File: config.mk
export PLATFORM = sky130hd
export DESIGN_NAME = wcf_ctrl
export DESIGN_NICKNAME = d
export VERILOG_FILES = /design/src/wcf_pkg.sv /design/src/wcf_ctrl.sv
export SDC_FILE = /design/constraint.sdc
export NUM_CORES = 1
export LEC_CHECK = 0
export ABC_AREA = 1
export BUFFER_PORTS_ARGS = -buffer_cell sky130_fd_sc_hd__buf_2
export CORE_MARGIN = 3
export CORE_UTILIZATION = 30
export CTS_CLUSTER_DIAMETER = 100
export DETAILED_ROUTE_END_ITERATION = 7
export PLACE_DENSITY_LB_ADDON = 0.08
export SETUP_SLACK_MARGIN = 0.2
export SKIP_CTS_REPAIR_TIMING = 1
export SLEW_MARGIN = 20
export SYNTH_ARGS = -nofsm -noshare
export SYNTH_HDL_FRONTEND = slang
export SYNTH_SLANG_ARGS = --single-unit
File: constraint.sdc
create_clock -name clk -period 1.1 [get_ports clk]
set_input_delay 0.11 -clock clk [delete_from_list [all_inputs] [get_ports clk]]
set_output_delay 0.11 -clock clk [all_outputs]
set_load 0.03 [all_outputs]
File: src/wcf_pkg.sv
`timescale 1ns / 1ps
`default_nettype none

package wcf_pkg;

  typedef struct packed {
    logic [1:0]  mode;
    logic [11:0] site;
    logic        spin_value;
  } in_t;

  typedef struct packed {
    logic        spin_out;
    logic [12:0] cluster_size;
    logic [12:0] abs_spin_sum;
  } out_t;

  localparam logic [1:0] MODE_WRITE = 2'd0;
  localparam logic [1:0] MODE_READ  = 2'd1;
  localparam logic [1:0] MODE_CLUST = 2'd2;
  localparam logic [1:0] MODE_MAG   = 2'd3;

  localparam logic [1:0] DIR_UP    = 2'd0;
  localparam logic [1:0] DIR_DOWN  = 2'd1;
  localparam logic [1:0] DIR_LEFT  = 2'd2;
  localparam logic [1:0] DIR_RIGHT = 2'd3;

  localparam logic ADDR_THRESHOLD = 1'b0;
  localparam logic ADDR_SEED      = 1'b1;

  typedef enum logic [3:0] {
    ST_INIT,
    ST_IDLE,
    ST_DISPATCH,
    ST_SITE_RD,
    ST_SITE_FIN,
    ST_DIV,
    ST_SEED_RD,
    ST_SEED_WR,
    ST_NB_RD,
    ST_NB_CHK,
    ST_POP_RD,
    ST_POP_LD,
    ST_CSUM,
    ST_RESP
  } state_t;

  typedef struct packed {
    logic init_step;
    logic load_item;
    logic site_fin;
    logic div_step;
    logic seed_rd;
    logic seed_wr;
    logic nb_rd;
    logic nb_chk;
    logic pop_load;
    logic csum;
    logic resp_load;
  } cmd_t;

  typedef struct packed {
    logic       init_last;
    logic [1:0] mode;
    logic       site_ok;
    logic       dir_last;
    logic       pop_done;
    logic       out_free;
  } sts_t;

  typedef struct packed {
    logic        load;
    logic [31:0] value;
  } seed_ld_t;

endpackage

`default_nettype wire

File: src/wcf_ctrl.sv
`timescale 1ns / 1ps
`default_nettype none

module wcf_ctrl
  import wcf_pkg::*;
(
  input  wire logic clk,
  input  wire logic rst_n,
  input  wire logic in_valid,
  output logic      in_ready,
  input  wire sts_t sts,
  output cmd_t      cmd
);

  state_t state_r, state_nxt;

  always_ff @(posedge clk) begin
    if (!rst_n) begin
      state_r <= ST_INIT;
    end else begin
      state_r <= state_nxt;
    end
  end

  always_comb begin
    state_nxt = state_r;
    cmd       = '0;
    in_ready  = 1'b0;
    case (state_r)
      ST_INIT: begin
        cmd.init_step = 1'b1;
        if (sts.init_last) state_nxt = ST_IDLE;
      end
      ST_IDLE: begin
        in_ready = 1'b1;
        if (in_valid) begin
          cmd.load_item = 1'b1;
          state_nxt     = ST_DISPATCH;
        end
      end
      ST_DISPATCH: begin
        if (!sts.site_ok || sts.mode == MODE_MAG) begin
          state_nxt = ST_RESP;
        end else if (sts.mode == MODE_CLUST) begin
          state_nxt = ST_DIV;
        end else begin
          state_nxt = ST_SITE_RD;
        end
      end
      ST_SITE_RD: state_nxt = ST_SITE_FIN;
      ST_SITE_FIN: begin
        cmd.site_fin = 1'b1;
        state_nxt    = ST_RESP;
      end
      ST_DIV: begin
        cmd.div_step = 1'b1;
        state_nxt    = ST_SEED_RD;
      end
      ST_SEED_RD: begin
        cmd.seed_rd = 1'b1;
        state_nxt   = ST_SEED_WR;
      end
      ST_SEED_WR: begin
        cmd.seed_wr = 1'b1;
        state_nxt   = ST_NB_RD;
      end
      ST_NB_RD: begin
        cmd.nb_rd = 1'b1;
        state_nxt = ST_NB_CHK;
      end
      ST_NB_CHK: begin
        cmd.nb_chk = 1'b1;
        if (!sts.dir_last) begin
          state_nxt = ST_NB_RD;
        end else if (sts.pop_done) begin
          state_nxt = ST_CSUM;
        end else begin
          state_nxt = ST_POP_RD;
        end
      end
      ST_POP_RD: state_nxt = ST_POP_LD;
      ST_POP_LD: begin
        cmd.pop_load = 1'b1;
        state_nxt    = ST_NB_RD;
      end
      ST_CSUM: begin
        cmd.csum  = 1'b1;
        state_nxt = ST_RESP;
      end
      ST_RESP: begin
        if (sts.out_free) begin
          cmd.resp_load = 1'b1;
          state_nxt     = ST_IDLE;
        end
      end
      default: state_nxt = ST_INIT;
    endcase
  end

endmodule

`default_nettype wire

==> results.md <==
* Top cell type's share of synthesized area at 0.2455
* Worst slew pin tran at 0.1896 ns
* Vias in the first global route at 466
* Max Root-Sink Buffers at 2
* Antenna Violating Nets Remaining at 0
* Final wirelength at 1194 um
* P&R area growth vs syn at 103.0%
* First-pass GRT wire length at 1794 um
* P_leak at 0.4413 nW
* CTS Buf Count at 3
* Worst EP arrival at 1.14 ns
* Number of synthesized flops with an enable pin at 0
* Die Wd at 43.10 um
* R2R setup slack at -0.08 ns
* CORE AREA at 1201 um2
* Crit start category: flop
* Antenna cells at 0
* Failing checks: setup timing
* Setup violators final at 14
* Nature of the critical path endpoint: output pin
* Die Area at 1858 um2
* Non-filler cells, final at 128
* Max cap viols at 0
* Unrepaired setup endpoints after global routing: true
* # rows at 12
* Max Slew Vio Count at 0
* Post-Syn Area per Cell at 4.915 um2
* Async S/R FF share, synth at 0
* Clock latency at the later pin of the worst-skew pair at 0.23 ns
* Max Fclk at 0.7974 GHz
* GP Congestion at 0.7915
* CP required at 0.99 ns
* Worst-path clk slew at 0.04 ns
* Starting Density at 0.3438
* Share of cells above drive strength 1 at 0.6228
* Worst hold path type: input port to flop
* Largest area contributor in the netlist: nand2_1
* IO Count at 22
* Final Util at 0.6979
* Input/output buffers at 21
* R2R Path End: state_r[1]
* Worst vdd ir at 0.001568 V
* Largest net degree at the start of global routing at 7
* Slew headroom at 0.8734
* Synthesized Nets at 94
* Nets at 125
* Clock sinks at 4
* Root buffer cell: clkbuf_4
* FF+latch count, synth at 4
* Hold path startpoint: rst_n
* Die height at 43.10 um
* Vias/cell at 4.492
* GRT overflow at 0
* Count leader, synth: nand2_1
* DR iter-0 viols at 12
* First-pass DRT Iterations at 4
* Detailed-placement wirelength estimate at 943.7 um
* Max reg flops at 4
* Final min period at 1.254 ns
* Hold path depth at 3
* R2R Path Start: state_r[0]
* Post-Route Skew at 0.005809 ns
* Main synth FF type: dfxtp_1
* Avg WL per Cell at 9.328 um
* DR vias at 575
* Pwr Density at 2764 nW/um2
* Warnings from Yosys at 0
* Mapped Cells at 84
* CTS tree: done
* Largest registers: state_r x4
* Hold Path End: state_r[3]
* Register area share after synthesis at 0.1939
* DRC at 0
* Final setup margin at -0.1540 ns
* Top cells by instance count after synthesis: 27 x nand2_1, 20 x nor2_1, 14 x inv_1
* Top reg by flops: state_r
* Critical Path Fanout Max at 6
* Period utilisation layout at 1.140
* Cells after DPL at 121
* Fin. Hold Viols at 0
* Antenna violations before repair at 0
* Count of cell types in the netlist at 15
* Synth area leaders: nand2_1 25%, dfxtp_1 19%, nor2_1 18%, inv_1 13%, nand3_1 4.8%
* Critical path type: flop to output pin
* Gr usage total at 0.1217
* Post-synthesis cell area at 412.9 um2
* R2R cell count at 9
* Status: finished, violations left
* # H-tree levels at 1
## final cells by class
class	instances	area (um2)
flip-flops and latches	4	95.09
inverters	19	81.33
repair buffers	26	214.0
clock buffers	4	26.28
multi-input cells	61	404.1
well taps	14	17.52
fillers	109	362.8
## report_power, final
part | switching (mW) | internal (mW)
combinational | 1.02 | 0.653
sequential | 0.190 | 0.253
clock | 0.0618 | 0.136
total | 1.27 | 1.04
## metal layers
metal	track usage	wire, um	vias to the layer above
met1	0.1634	504	251
li1	-	-	309
met3	0.02119	54	0
met5	0	0	-
met4	0.05422	0	0
met2	0.1858	635	15
## worst max-delay path by stage
stage                     from    endpoint  slack, ns  depth (start not counted)
finish              state_r[0]      cmd[9]      -0.15                          5
global route        state_r[0]      cmd[9]      -0.22                          5
CTS                 state_r[2]      cmd[8]      -0.25                          5
detailed placement  state_r[3]  state_r[1]     -0.006                          8
global placement    state_r[2]  state_r[2]      -0.06                          8
floorplan           state_r[3]  state_r[1]       0.04                          8
## critical path, cell delays in order (launching register included)
cell,delay (ns)
dfxtp_4,0.40
inv_4,0.05
nor2_4,0.15
nand2_2,0.09
nor2_4,0.08
buf_6,0.13
## per-stage QoR
| stage | power (mW) | setup WS (ns) | setup TNS [ns] | hold WS (ns) | cell area (um2) |
|---|---|---|---|---|---|
| floorplan | 1.400 | 0.03516 | 0 | 0.2076 | 506.7 |
| global placement | 1.694 | -0.06445 | -0.2057 | 0.3268 | 644.4 |
| finish | 2.317 | -0.1540 | -1.366 | 0.09399 | 838.3 |
| global route | 2.520 | -0.2157 | -2.443 | 0.1014 | 838.3 |
| CTS | 1.899 | -0.2457 | -2.137 | 0.08956 | 670.6 |
| detailed placement | 1.692 | -0.005543 | -0.009987 | 0.3316 | 644.4 |
## cell usage in the layout, fill, tap and decap left out, drive strengths merged
master	n
buf	24
inv	19
nand2	28
nand3	4
a31oi	1
nand3b	1
nor3	1
nand4	1
clkbuf	6
o21ai	2
dfxtp	4
nor2	23
## logic make-up after synthesis
logic type / count (synthesis) / share of synthesized area
flip-flops: 4 / 0.1939
AO/OA/AOI/OAI: 3 / 0.03938
buffers and inverters: 19 / 0.1727
AND/OR/NAND/NOR: 58 / 0.5940
Power figures use the tool's default switching activity.
